## src/tsd_pkg.sv

```systemverilog
// ----------------------------------------------------------------------------
// tsd_pkg: shared types and constants for the tilt, speed and dash detector
// Register indexes, reset values, divide-by-ten constants and the config
// bundle handed from the top level to the dash tracker.
// ----------------------------------------------------------------------------
package tsd_pkg;

  // Configuration port
  localparam int CFG_INDEX_W = 2;
  localparam int CFG_DATA_W  = 10;

  localparam logic [CFG_INDEX_W-1:0] CFG_DZ_THRESHOLD    = 2'd0;
  localparam logic [CFG_INDEX_W-1:0] CFG_DASH_RUN_LENGTH = 2'd1;

  localparam int DZ_THR_W = 10;
  localparam int RUN_W    = 4;

  localparam logic [DZ_THR_W-1:0] DZ_THRESHOLD_RST    = 10'd200;
  localparam logic [RUN_W-1:0]    DASH_RUN_LENGTH_RST = 4'd3;
  localparam logic [RUN_W-1:0]    RUN_MAX             = 4'd15;

  // Result field widths
  localparam int FILT_W  = 9;
  localparam int SPEED_W = 5;

  // Speed code: nibble above SPEED_LIMIT gets SPEED_ADJ added
  localparam logic [3:0] SPEED_LIMIT = 4'd9;
  localparam logic [3:0] SPEED_ADJ   = 4'd6;

  // floor(p/10) = floor(p * DIV10_MUL / 2^DIV10_SHIFT), low by at most one
  localparam int          DIV10_MUL_W = 21;
  localparam logic [20:0] DIV10_MUL   = 21'd1677721;
  localparam int          DIV10_SHIFT = 24;
  localparam int          DIV10_BASE  = 10;

  typedef struct packed {
    logic [DZ_THR_W-1:0] dz_threshold;
    logic [RUN_W-1:0]    dash_run_length;
  } cfg_t;

endpackage

```

## src/tsd_div10.sv

```systemverilog
// ----------------------------------------------------------------------------
// tsd_div10: unsigned divide by ten
// Reciprocal multiply gives a quotient at most one low; a single
// compare of the remainder fixes it up.
// ----------------------------------------------------------------------------
module tsd_div10 #(
  parameter int W = 12
) (
  input  logic [W-1:0] p,
  output logic [W-1:0] q
);

  localparam int PROD_W = W + tsd_pkg::DIV10_MUL_W;

  logic [PROD_W-1:0] prod;
  logic [W-1:0]      q0;
  logic [W-1:0]      rem;

  // Estimate by reciprocal
  assign prod = PROD_W'(p) * PROD_W'(tsd_pkg::DIV10_MUL);
  assign q0   = W'(prod >> tsd_pkg::DIV10_SHIFT);

  // Remainder check: q0*10 = q0*8 + q0*2, never above p
  assign rem = p - ((q0 << 3) + (q0 << 1));
  assign q   = (rem >= W'(tsd_pkg::DIV10_BASE)) ? q0 + W'(1) : q0;

endmodule

```

## src/tsd_fir.sv

```systemverilog
// ----------------------------------------------------------------------------
// tsd_fir: x magnitude history and weighted tenths filter
// Holds three past magnitudes, forms the 4/3/2/1 weighted sum of
// truncated tenths, and derives tilt direction and speed code.
// ----------------------------------------------------------------------------
module tsd_fir #(
  parameter int SAMPLE_BITS = 10
) (
  input  logic                               clk,
  input  logic                               rst_n,
  input  logic                               advance,
  input  logic signed [SAMPLE_BITS-1:0]      x_sample,
  output logic                               tilt_right,
  output logic [tsd_pkg::FILT_W-1:0]         filtered_magnitude,
  output logic [tsd_pkg::SPEED_W-1:0]        speed_code
);

  // 4*m needs two bits over the magnitude
  localparam int PW = SAMPLE_BITS + 2;

  logic [SAMPLE_BITS-1:0] mag;
  logic [SAMPLE_BITS-1:0] hist_r   [3];
  logic [SAMPLE_BITS-1:0] hist_nxt [3];
  logic [PW-1:0]          term [4];
  logic [PW-1:0]          tenth [4];
  logic [PW-1:0]          sum;
  logic [3:0]             nib;

  // Magnitude; the most negative sample maps to 2^(SAMPLE_BITS-1)
  assign tilt_right = x_sample[SAMPLE_BITS-1];
  assign mag = tilt_right ? (~x_sample + SAMPLE_BITS'(1)) : x_sample;

  // Weighted taps, newest first
  assign term[0] = PW'(mag) << 2;
  assign term[1] = (PW'(hist_r[0]) << 1) + PW'(hist_r[0]);
  assign term[2] = PW'(hist_r[1]) << 1;
  assign term[3] = PW'(hist_r[2]);

  for (genvar i = 0; i < 4; i++) begin : g_tap
    tsd_div10 #(.W(PW)) u_div10 (
      .p (term[i]),
      .q (tenth[i])
    );
  end

  assign sum = tenth[0] + tenth[1] + tenth[2] + tenth[3];
  assign filtered_magnitude = sum[tsd_pkg::FILT_W-1:0];

  // Speed code from bits 7:4
  assign nib = sum[7:4];
  assign speed_code = (nib > tsd_pkg::SPEED_LIMIT)
                    ? ({1'b0, nib} + {1'b0, tsd_pkg::SPEED_ADJ})
                    : {1'b0, nib};

  // History shift on each accepted item
  always_comb begin
    hist_nxt[0] = hist_r[0];
    hist_nxt[1] = hist_r[1];
    hist_nxt[2] = hist_r[2];
    if (advance) begin
      hist_nxt[0] = mag;
      hist_nxt[1] = hist_r[0];
      hist_nxt[2] = hist_r[1];
    end
  end

  always_ff @(posedge clk) begin
    if (!rst_n) begin
      hist_r[0] <= '0;
      hist_r[1] <= '0;
      hist_r[2] <= '0;
    end else begin
      hist_r[0] <= hist_nxt[0];
      hist_r[1] <= hist_nxt[1];
      hist_r[2] <= hist_nxt[2];
    end
  end

endmodule

```

## src/tsd_dash.sv

```systemverilog
// ----------------------------------------------------------------------------
// tsd_dash: z rise run tracker
// Compares each z change against the threshold, keeps a saturating run
// of large rises and flags a dash once the run reaches the set length.
// ----------------------------------------------------------------------------
module tsd_dash #(
  parameter int SAMPLE_BITS = 10
) (
  input  logic                          clk,
  input  logic                          rst_n,
  input  logic                          advance,
  input  logic signed [SAMPLE_BITS-1:0] z_sample,
  input  tsd_pkg::cfg_t                 cfg,
  output logic                          dashing,
  output logic [tsd_pkg::RUN_W-1:0]     run_count
);

  localparam int DIFF_W = SAMPLE_BITS + 1;
  localparam int CMP_W  = (DIFF_W > tsd_pkg::DZ_THR_W + 1) ? DIFF_W
                                                           : tsd_pkg::DZ_THR_W + 1;

  logic [SAMPLE_BITS-1:0]        last_z_r, last_z_nxt;
  logic [tsd_pkg::RUN_W-1:0]     run_r, run_nxt;
  logic signed [DIFF_W-1:0]      dz;
  logic signed [CMP_W-1:0]       dz_ext;
  logic signed [CMP_W-1:0]       thr_ext;
  logic                          exceed;
  logic [tsd_pkg::RUN_W-1:0]     run_inc;

  // Signed z change, widened for a compare against the unsigned threshold
  assign dz      = signed'({z_sample[SAMPLE_BITS-1], z_sample})
                 - signed'({last_z_r[SAMPLE_BITS-1], last_z_r});
  assign dz_ext  = CMP_W'(dz);
  assign thr_ext = signed'({{(CMP_W - tsd_pkg::DZ_THR_W){1'b0}}, cfg.dz_threshold});
  assign exceed  = dz_ext > thr_ext;

  // Saturating run; any non-exceeding change clears it
  assign run_inc = (run_r == tsd_pkg::RUN_MAX) ? run_r : run_r + tsd_pkg::RUN_W'(1);
  assign dashing = exceed && (run_inc >= cfg.dash_run_length);

  always_comb begin
    run_nxt    = run_r;
    last_z_nxt = last_z_r;
    if (advance) begin
      run_nxt    = exceed ? run_inc : '0;
      last_z_nxt = z_sample;
    end
  end

  always_ff @(posedge clk) begin
    if (!rst_n) begin
      last_z_r <= '0;
      run_r    <= '0;
    end else begin
      last_z_r <= last_z_nxt;
      run_r    <= run_nxt;
    end
  end

  assign run_count = run_r;

endmodule

```

## src/tilt_speed_and_dash_detector_top.sv

```systemverilog
// ----------------------------------------------------------------------------
// tilt_speed_and_dash_detector_top: accelerometer tilt, speed and dash flags
// Each (x, z) sample item yields one result item: tilt direction, weighted
// x magnitude, speed code and dash flag.
// ----------------------------------------------------------------------------
// Usage:
//   Input channel in_valid/in_ready carries in_x_sample and in_z_sample.
//   Result channel out_valid/out_ready carries tilt_right,
//   filtered_magnitude, speed_code and dashing.
//   cfg_we/cfg_index/cfg_wdata write dz_threshold (index 0) and
//   dash_run_length (index 1); other indexes are ignored. Write only idle.
// Timing:
//   An item accepted at edge N is shown on the output from edge N.
//   Throughput is one item per cycle unless stalled; the whole computation
//   (four divide-by-ten reciprocal multiplies and one add tree) sits between
//   the input ports plus history/run registers and the output register.
//   in_ready is high while the output register is empty or being taken, so
//   a new item enters in the same cycle the previous result leaves.
// Reset:
//   Synchronous active-low rst_n clears the history, last z, run count and
//   output valid, and loads the register reset values (200 and 3).
// Stall:
//   While out_valid is high and out_ready low, the result holds and
//   in_ready is low; no state advances.
// ----------------------------------------------------------------------------
module tilt_speed_and_dash_detector_top #(
  parameter int SAMPLE_BITS = 10
) (
  input  logic                                clk,
  input  logic                                rst_n,
  // config write port
  input  logic                                cfg_we,
  input  logic [tsd_pkg::CFG_INDEX_W-1:0]     cfg_index,
  input  logic [tsd_pkg::CFG_DATA_W-1:0]      cfg_wdata,
  // input channel
  input  logic                                in_valid,
  output logic                                in_ready,
  input  logic signed [SAMPLE_BITS-1:0]       in_x_sample,
  input  logic signed [SAMPLE_BITS-1:0]       in_z_sample,
  // result channel
  output logic                                out_valid,
  input  logic                                out_ready,
  output logic                                out_tilt_right,
  output logic [tsd_pkg::FILT_W-1:0]          out_filtered_magnitude,
  output logic [tsd_pkg::SPEED_W-1:0]         out_speed_code,
  output logic                                out_dashing
);

  tsd_pkg::cfg_t                 cfg_r, cfg_nxt;
  logic                          out_valid_r, out_valid_nxt;
  logic                          tilt_r;
  logic [tsd_pkg::FILT_W-1:0]    filt_r;
  logic [tsd_pkg::SPEED_W-1:0]   speed_r;
  logic                          dash_r;
  logic                          in_accept;
  logic                          tilt_c;
  logic [tsd_pkg::FILT_W-1:0]    filt_c;
  logic [tsd_pkg::SPEED_W-1:0]   speed_c;
  logic                          dash_c;
  logic [tsd_pkg::RUN_W-1:0]     run_count;

  // Handshake
  assign in_ready  = !out_valid_r || out_ready;
  assign in_accept = in_valid && in_ready;

  // Config register decode
  always_comb begin
    cfg_nxt = cfg_r;
    if (cfg_we) begin
      unique case (cfg_index)
        tsd_pkg::CFG_DZ_THRESHOLD:
          cfg_nxt.dz_threshold = cfg_wdata[tsd_pkg::DZ_THR_W-1:0];
        tsd_pkg::CFG_DASH_RUN_LENGTH:
          cfg_nxt.dash_run_length = cfg_wdata[tsd_pkg::RUN_W-1:0];
        default: ;
      endcase
    end
  end

  always_ff @(posedge clk) begin
    if (!rst_n) begin
      cfg_r.dz_threshold    <= tsd_pkg::DZ_THRESHOLD_RST;
      cfg_r.dash_run_length <= tsd_pkg::DASH_RUN_LENGTH_RST;
    end else begin
      cfg_r <= cfg_nxt;
    end
  end

  // Datapath
  tsd_fir #(.SAMPLE_BITS(SAMPLE_BITS)) u_fir (
    .clk                (clk),
    .rst_n              (rst_n),
    .advance            (in_accept),
    .x_sample           (in_x_sample),
    .tilt_right         (tilt_c),
    .filtered_magnitude (filt_c),
    .speed_code         (speed_c)
  );

  tsd_dash #(.SAMPLE_BITS(SAMPLE_BITS)) u_dash (
    .clk       (clk),
    .rst_n     (rst_n),
    .advance   (in_accept),
    .z_sample  (in_z_sample),
    .cfg       (cfg_r),
    .dashing   (dash_c),
    .run_count (run_count)
  );

  // Output register
  assign out_valid_nxt = in_accept ? 1'b1 : (out_ready ? 1'b0 : out_valid_r);

  always_ff @(posedge clk) begin
    if (!rst_n) begin
      out_valid_r <= 1'b0;
    end else begin
      out_valid_r <= out_valid_nxt;
    end
  end

  always_ff @(posedge clk) begin
    if (in_accept) begin
      tilt_r  <= tilt_c;
      filt_r  <= filt_c;
      speed_r <= speed_c;
      dash_r  <= dash_c;
    end
  end

  assign out_valid              = out_valid_r;
  assign out_tilt_right         = tilt_r;
  assign out_filtered_magnitude = filt_r;
  assign out_speed_code         = speed_r;
  assign out_dashing            = dash_r;

  // Checks
  a_no_overwrite: assert property (@(posedge clk) disable iff (!rst_n)
    !(in_accept && out_valid_r && !out_ready))
    else $error("item accepted over a stalled result");

  a_accept_shows: assert property (@(posedge clk) disable iff (!rst_n)
    in_accept |=> out_valid_r)
    else $error("accepted item gave no result");

  a_speed_gap: assert property (@(posedge clk) disable iff (!rst_n)
    out_valid_r |-> !(out_speed_code >= 5'd10 && out_speed_code <= 5'd15))
    else $error("speed code in skipped range");

  a_dash_run: assert property (@(posedge clk) disable iff (!rst_n)
    (out_valid_r && out_dashing) |-> (run_count != '0))
    else $error("dash flagged with empty run");

endmodule

```

## config.mk

```make
export PLATFORM = sky130hd
export DESIGN_NAME = tilt_speed_and_dash_detector_top
export DESIGN_NICKNAME = d
export VERILOG_FILES = /design/src/tsd_pkg.sv /design/src/tsd_div10.sv /design/src/tsd_fir.sv /design/src/tsd_dash.sv /design/src/tilt_speed_and_dash_detector_top.sv
export SDC_FILE = /design/constraint.sdc
export NUM_CORES = 1
export LEC_CHECK = 0
export ABC_CLOCK_PERIOD_IN_PS = 19190
export BUFFER_PORTS_ARGS = -buffer_cell sky130_fd_sc_hd__buf_2
export CORE_ASPECT_RATIO = 1.1
export CORE_MARGIN = 8
export CORE_UTILIZATION = 35
export CTS_CLUSTER_SIZE = 12
export DETAILED_ROUTE_END_ITERATION = 10
export GPL_TIMING_DRIVEN = 0
export SETUP_SLACK_MARGIN = 0.4
export SLEW_MARGIN = 20
export SYNTH_ARGS = -nofsm -noshare
export SYNTH_HDL_FRONTEND = slang
export SYNTH_SLANG_ARGS = --single-unit
```

## constraint.sdc

```tcl
create_clock -name clk -period 19.19 [get_ports clk]
set_input_delay 5.757 -clock clk [delete_from_list [all_inputs] [get_ports clk]]
set_output_delay 5.757 -clock clk [all_outputs]
set_load 0.01 [all_outputs]
```

# Yosys cells after proc, flatten, opt, wreduce, memory -nomap -nowiden
# Memories as Yosys holds them, arrays and structs flattened.
# Cells that the tools add are included.
# word_totals
wordCells	72
in_bits	37
reg_bits	45
n_memories	1
ramBits	30
# mem_list
memory	words	width	read_ports	rd_clocked_by_memory_dff	wr	line	rtl
u_fir.hist_r	3	10	3	0	3	tsd_fir.sv:22	logic [SAMPLE_BITS-1:0] hist_r [3];
# classes
eq_ne	2
reduce_logical	8
addsub	20
n_lt_le_gt_ge	7
n_mul	4
n_mux	16
n_bitwise	4
# op_table
cell	n
multiplier 10 x 21 -> 31 bit (second input constant)	3
adder 12 x 10 -> 12 bit	4
greater-or-equal comparator 12 x 4 -> 1 bit (second input constant)	4
2-to-1 mux 10 bit	4
2-to-1 mux 9 bit	4
multiplier 12 x 21 -> 33 bit (second input constant)	1
2-to-1 mux 30 bit	1
adder 9 bit	3
subtractor 12 bit	2
adder 9 x 1 -> 9 bit (second input constant)	2
adder 11 x 10 -> 12 bit	1
2-to-1 mux 4 bit	3
subtractor 10 x 12 -> 12 bit	1
subtractor 11 x 12 -> 12 bit	1
greater-than comparator 11 bit	1
subtractor 10 x 10 -> 11 bit	1
adder 10 x 2 -> 10 bit (second input constant)	1
NOT 10 bit	1
adder 8 x 1 -> 9 bit (second input constant)	1
adder 7 x 1 -> 8 bit (second input constant)	1
adder 4 x 3 -> 5 bit (second input constant)	1
adder 4 x 1 -> 4 bit (second input constant)	1
equality test 4 bit (second input constant)	1
greater-or-equal comparator 4 bit	1
10 further kinds	17

# Longest topological paths before layout
# logic_depth
word_depth	13
mapped_depth	59
ltp_nobuf	59

# Cells and area by module
# Synthesis repeated with hierarchy kept, for this count alone.
# hier_totals
hier_cells	2273
area_unflattened_um2	19633.8
# by_module_without_submodules
mod	n_inst	area_per_inst_um2	cells_per_inst
tsd_div10 at u_fir.g_tap[1].u_div10	1	3704.8	443
tsd_div10 at u_fir.g_tap[0].u_div10	1	3631.0	442
tsd_div10 at u_fir.g_tap[2].u_div10	1	3565.9	407
tsd_div10 at u_fir.g_tap[3].u_div10	1	3542.1	421
tsd_fir	1	2676.3	313
tsd_dash	1	1400.1	165
tilt_speed_and_dash_detector_top	1	1113.6	82

# Worst setup path after synthesis
# Ideal clock, no wire load.
# synth_path
kind	input to register
from	in in_x_sample[3]
to	reg filt_r (netlist bit out_filtered_magnitude[8]), data pin
t_arrival_ps	16273
setup_ps	261
n_path_buf	0
path_slack_ps	2656
path_stages	46
cell_sequence	nor2_1 > nand3_1 > or4_1 > or4b_2 > inv_1 > ha_1 > fa_1 > inv_1 > fa_1 > inv_1 > fa_1 > fa_1 > ha_1 > and4_1 > nand3_1 > nor3_1 > a211oi_1 > nor2b_1 > [10 not listed] > mux2i_1 > nand4_1 > nand2_1 > xnor2_1 > fa_1 > inv_1 > ha_1 > a21o_1 > a21oi_1 > nor2b_1 > o21ai_0 > a21oi_1 > xnor2_1 > xnor2_1 > xnor2_1 > xnor2_1 > xnor2_1 > xnor2_1
# synth_between
elab_chain_cells	11
# synth_lines
item	line	rtl
start: declaration	tilt_speed_and_dash_detector_top.sv:38	input logic signed [SAMPLE_BITS-1:0] in_x_sample,
NOT 10 bit (*)	tsd_fir.sv:31	assign mag = tilt_right ? (~x_sample + SAMPLE_BITS'(1)) : x_sample;
adder 10 x 2 -> 10 bit (*)	tsd_fir.sv:31	
2-to-1 mux 10 bit (*)	tsd_fir.sv:31	
via u_fir.g_tap[0].u_div10.p[11]	tsd_div10.sv:9	input logic [W-1:0] p,
multiplier 10 x 21 -> 31 bit	tsd_div10.sv:20	assign prod = PROD_W'(p) * PROD_W'(tsd_pkg::DIV10_MUL);
adder 12 x 10 -> 12 bit	tsd_div10.sv:24	assign rem = p - ((q0 << 3) + (q0 << 1));
subtractor 12 bit	tsd_div10.sv:24	
greater-or-equal comparator 12 x 4 -> 1 bit	tsd_div10.sv:25	assign q = (rem >= W'(tsd_pkg::DIV10_BASE)) ? q0 + W'(1) : q0;
2-to-1 mux 9 bit (*)	tsd_div10.sv:25	
adder 9 bit (*) (3 in a row)	tsd_fir.sv:46	assign sum = tenth[0] + tenth[1] + tenth[2] + tenth[3];
via filt_c, one bit	tilt_speed_and_dash_detector_top.sv:57	logic [tsd_pkg::FILT_W-1:0] filt_c;
end signal: assignment	tilt_speed_and_dash_detector_top.sv:124	filt_r <= filt_c;
end: declaration	tilt_speed_and_dash_detector_top.sv:52	logic [tsd_pkg::FILT_W-1:0] filt_r;
# Mark *: on every way through the listed nets, which the timed path passes. The rest lies on a longest branch.
# A chain may end at the register's enable or synchronous reset.

# Worst setup path in the final report
# layout_path
from	in in_x_sample[0]
to	reg filt_r (netlist bit out_filtered_magnitude[8]), data pin
# Same word-level chain as after synthesis.

==> impl_metrics.json <==
{
  "cts_tree": "built",
  "yosysSeqAreaShare_pct": 10.3,
  "cts_buffers": 9,
  "vias_per_cell": 4.99,
  "worstSetupEndpointType": "flop",
  "crit_fanout": 10,
  "grt_pass1_wl_mm": 60.9,
  "regArea_mm2": 0.00163,
  "synth.net_count": 2325,
  "diodes": 0,
  "firstDrtPassIters": 5,
  "yosys.area.top_type": "ha_1",
  "drt-initial-drc-count": 426,
  "io_pins": 55,
  "vias": 12120,
  "multi_input_area_mm2": 0.0130,
  "initial_utilization_pct": 35.1,
  "path_common_cell": "xnor2_1",
  "n_fill_cell": 4598,
  "arrival_ns": 18.11,
  "post-route-drc-count": 0,
  "fp.coreArea_mm2": 0.0451,
  "antenna_found_initial": 0,
  "gp_congestion": 0.852,
  "synth_enable_flop_cells": 15,
  "postCtsSetupRepairBufs": 0,
  "dieArea_mm2": 0.0524,
  "slew_viol_final": 0,
  "die_x_um": 219,
  "rsz0062_at_grt": "no",
  "ys_types": 74,
  "clkLatencyLatePin_ns": 0.35,
  "syn_inst": 1770,
  "crit_path_max_incr_delay_ns": 0.64,
  "die_y_um": 239,
  "yosys_most_used_dff": "dfxtp_1",
  "htreeDepth": 3,
  "cp.required_ns": 19.29,
  "crit_type": "in2reg",
  "drtAntennaViolNets": 0,
  "fin_worst_skew_ns": 0.0110,
  "rows": 82,
  "maxCapViolations": 0,
  "synth_most_common_cell": "ha_1",
  "wl_per_cell_um": 15.0,
  "period_share_pct": 93.9,
  "clkSinkCount": 74,
  "hold_class": "reg2reg",
  "synthArstFlopShare_pct": 0,
  "clock-root-buffer": "clkbuf_16",
  "grt-ovfl-total": 0,
  "ys_top_cells_by_area": "ha_1 (29%), fa_1 (19%), dfxtp_1 (7.5%), inv_1 (7.4%), xnor2_1 (4.4%)",
  "drive_gt1_share_pct": 5.60,
  "clock_path_buffers": 2,
  "wl_mm": 36.3,
  "final_nets": 2390,
  "syn_area_mm2": 0.0159,
  "dpl.hpwl_mm": 32.2,
  "utilization_pct": 38.1,
  "finalHoldViolCount": 0,
  "avgSynthCellArea_um2": 8.96,
  "synth_common_cells": "ha_1 (364), inv_1 (313), fa_1 (154), nand2_1 (150), a21oi_1 (81)",
  "cp-start-kind": "input pin",
  "outcome": "completed",
  "worst_slew_margin_rel_pct": 29.1,
  "io_buffers": 54,
  "grt_max_degree": 25,
  "netlist.area_leader.share_pct": 28.7,
  "crit_slowest_cell": "fa_1",
  "post-route-min-period_ns": 18.01,
  "finalSetupViolations": 0,
  "first_global_vias": 12369,
  "ys_ff_latch": 74,
  "yosysWarnings": 0,
  "tightest_slew_ns": 1.06,
  "syn_to_final_growth_pct": 8.48,
  "finalSetupTns_ns": 0,
  "clk_pin_slew_ns": 0.06,
  "track_usage_pct": 14.1,
  "max_freq_mhz": 55.5
}
[metal layers]
| layer | track usage, % | vias up | part of all wire (%) |
|---|---|---|---|
| met1 | 18.3 | 5860 | 47 |
| met4 | 1.90 | 0 | 0.74 |
| met2 | 25.8 | 108 | 51 |
| met5 | 0 | - | 0 |
| li1 | - | 6132 | - |
| met3 | 1.02 | 20 | 1.7 |
[path summary, 6_finish.rpt]
path	startpoint	end	slack, ns	depth (start not counted)
setup / recovery	in_x_sample[0]	out_filtered_magnitude[8]	1.18	49
hold reg to reg	cfg_r[12]	cfg_r[12]	0.47	2
setup reg to reg	u_fir.hist_r[0][0]	out_filtered_magnitude[8]	4.92	55
hold / removal	cfg_r[12]	cfg_r[12]	0.47	2
[registers in the layout, indices dropped and copies added (netlist names)]
| signal | count |
|---|---|
| out_tilt_right | 1 |
| cfg_r | 14 |
| u_fir.hist_r | 30 |
| u_dash.run_count | 4 |
| out_speed_code | 4 |
| out_dashing | 1 |
| out_filtered_magnitude | 9 |
| u_dash.last_z_r | 10 |
| out_valid | 1 |
[worst max-delay path, delay by kind of cell]
family	cells	cell delay (ns)
AO/OA/AOI/OAI	11	2.57
XOR/XNOR	8	1.44
adder cells (fa/ha/maj)	11	4.80
buffers and inverters	7	0.96
multiplexers	1	0.22
AND/OR/NAND/NOR	11	2.32
[cell families after synthesis]
| logic type | synth area share (%) |
|---|---|
| AND/OR/NAND/NOR | 12.0 |
| AO/OA/AOI/OAI | 13.8 |
| buffers and inverters | 8.03 |
| flip-flops | 10.3 |
| XOR/XNOR | 6.63 |
| multiplexers | 1.15 |
| adder cells (fa/ha/maj) | 48.2 |
[cell usage in the layout, fill, tap and decap left out, types with 6 or more instances in the layout]
master     netlist  layout
ha_1           364     364
inv_1          313     313
fa_1           154     154
nand2_1        150     150
a21oi_1         81      80
xnor2_1         80      79
dfxtp_1         59      59
buf_2            0      55
nor2_1          55      55
a21o_1          46      46
a21boi_0        42      42
o21ai_0         42      41
xor2_1          40      39
nand3_1         36      36
nand4_1         21      21
nor3_1          21      21
clkbuf_1        20      20
nand2b_1        19      19
nor2b_1         19      19
o21bai_1        17      17
o21a_1          17      17
mux2i_1         16      16
edfxtp_1        15      15
a211oi_1        11      10
nor4_1           9       9
clkbuf_16        0       9
o211ai_1         8       8
or2_2            8       8
or3_1            7       7
o31ai_1          6       6
and4_1           6       6
nor3b_1          6       6
[through the flow]
step	setup WS, ns	instance area (um2)	hold slack [ns]	instances
5_1_grt	0.475	17200	0.491	2428
3_3_place_gp	0.703	16900	0.451	2412
3_5_place_dp	0.537	16900	0.458	2412
4_1_cts	0.814	17200	0.467	2428
6_report	1.18	17200	0.467	2428
2_1_floorplan	2.66	15900	0.443	1770
[cell type report]
type | count | area share, %
inverter | 314 | 6.85
timing repair buffer | 54 | 1.57
tap | 588 | 4.28
buffer | 24 | 0.553
multi-input combinational | 1358 | 75.4
clock inverter | 6 | 0.429
clock buffer | 10 | 1.39
sequential | 74 | 9.49
[timing repair]
action,4_1_cts,5_1_grt
hold buffers,0,0
endpoints found under the setup margin,0,4
resized for setup,0,5
Power is not shown: default switching activity piles up to over one toggle a cycle in this logic, so the estimate is an artifact.
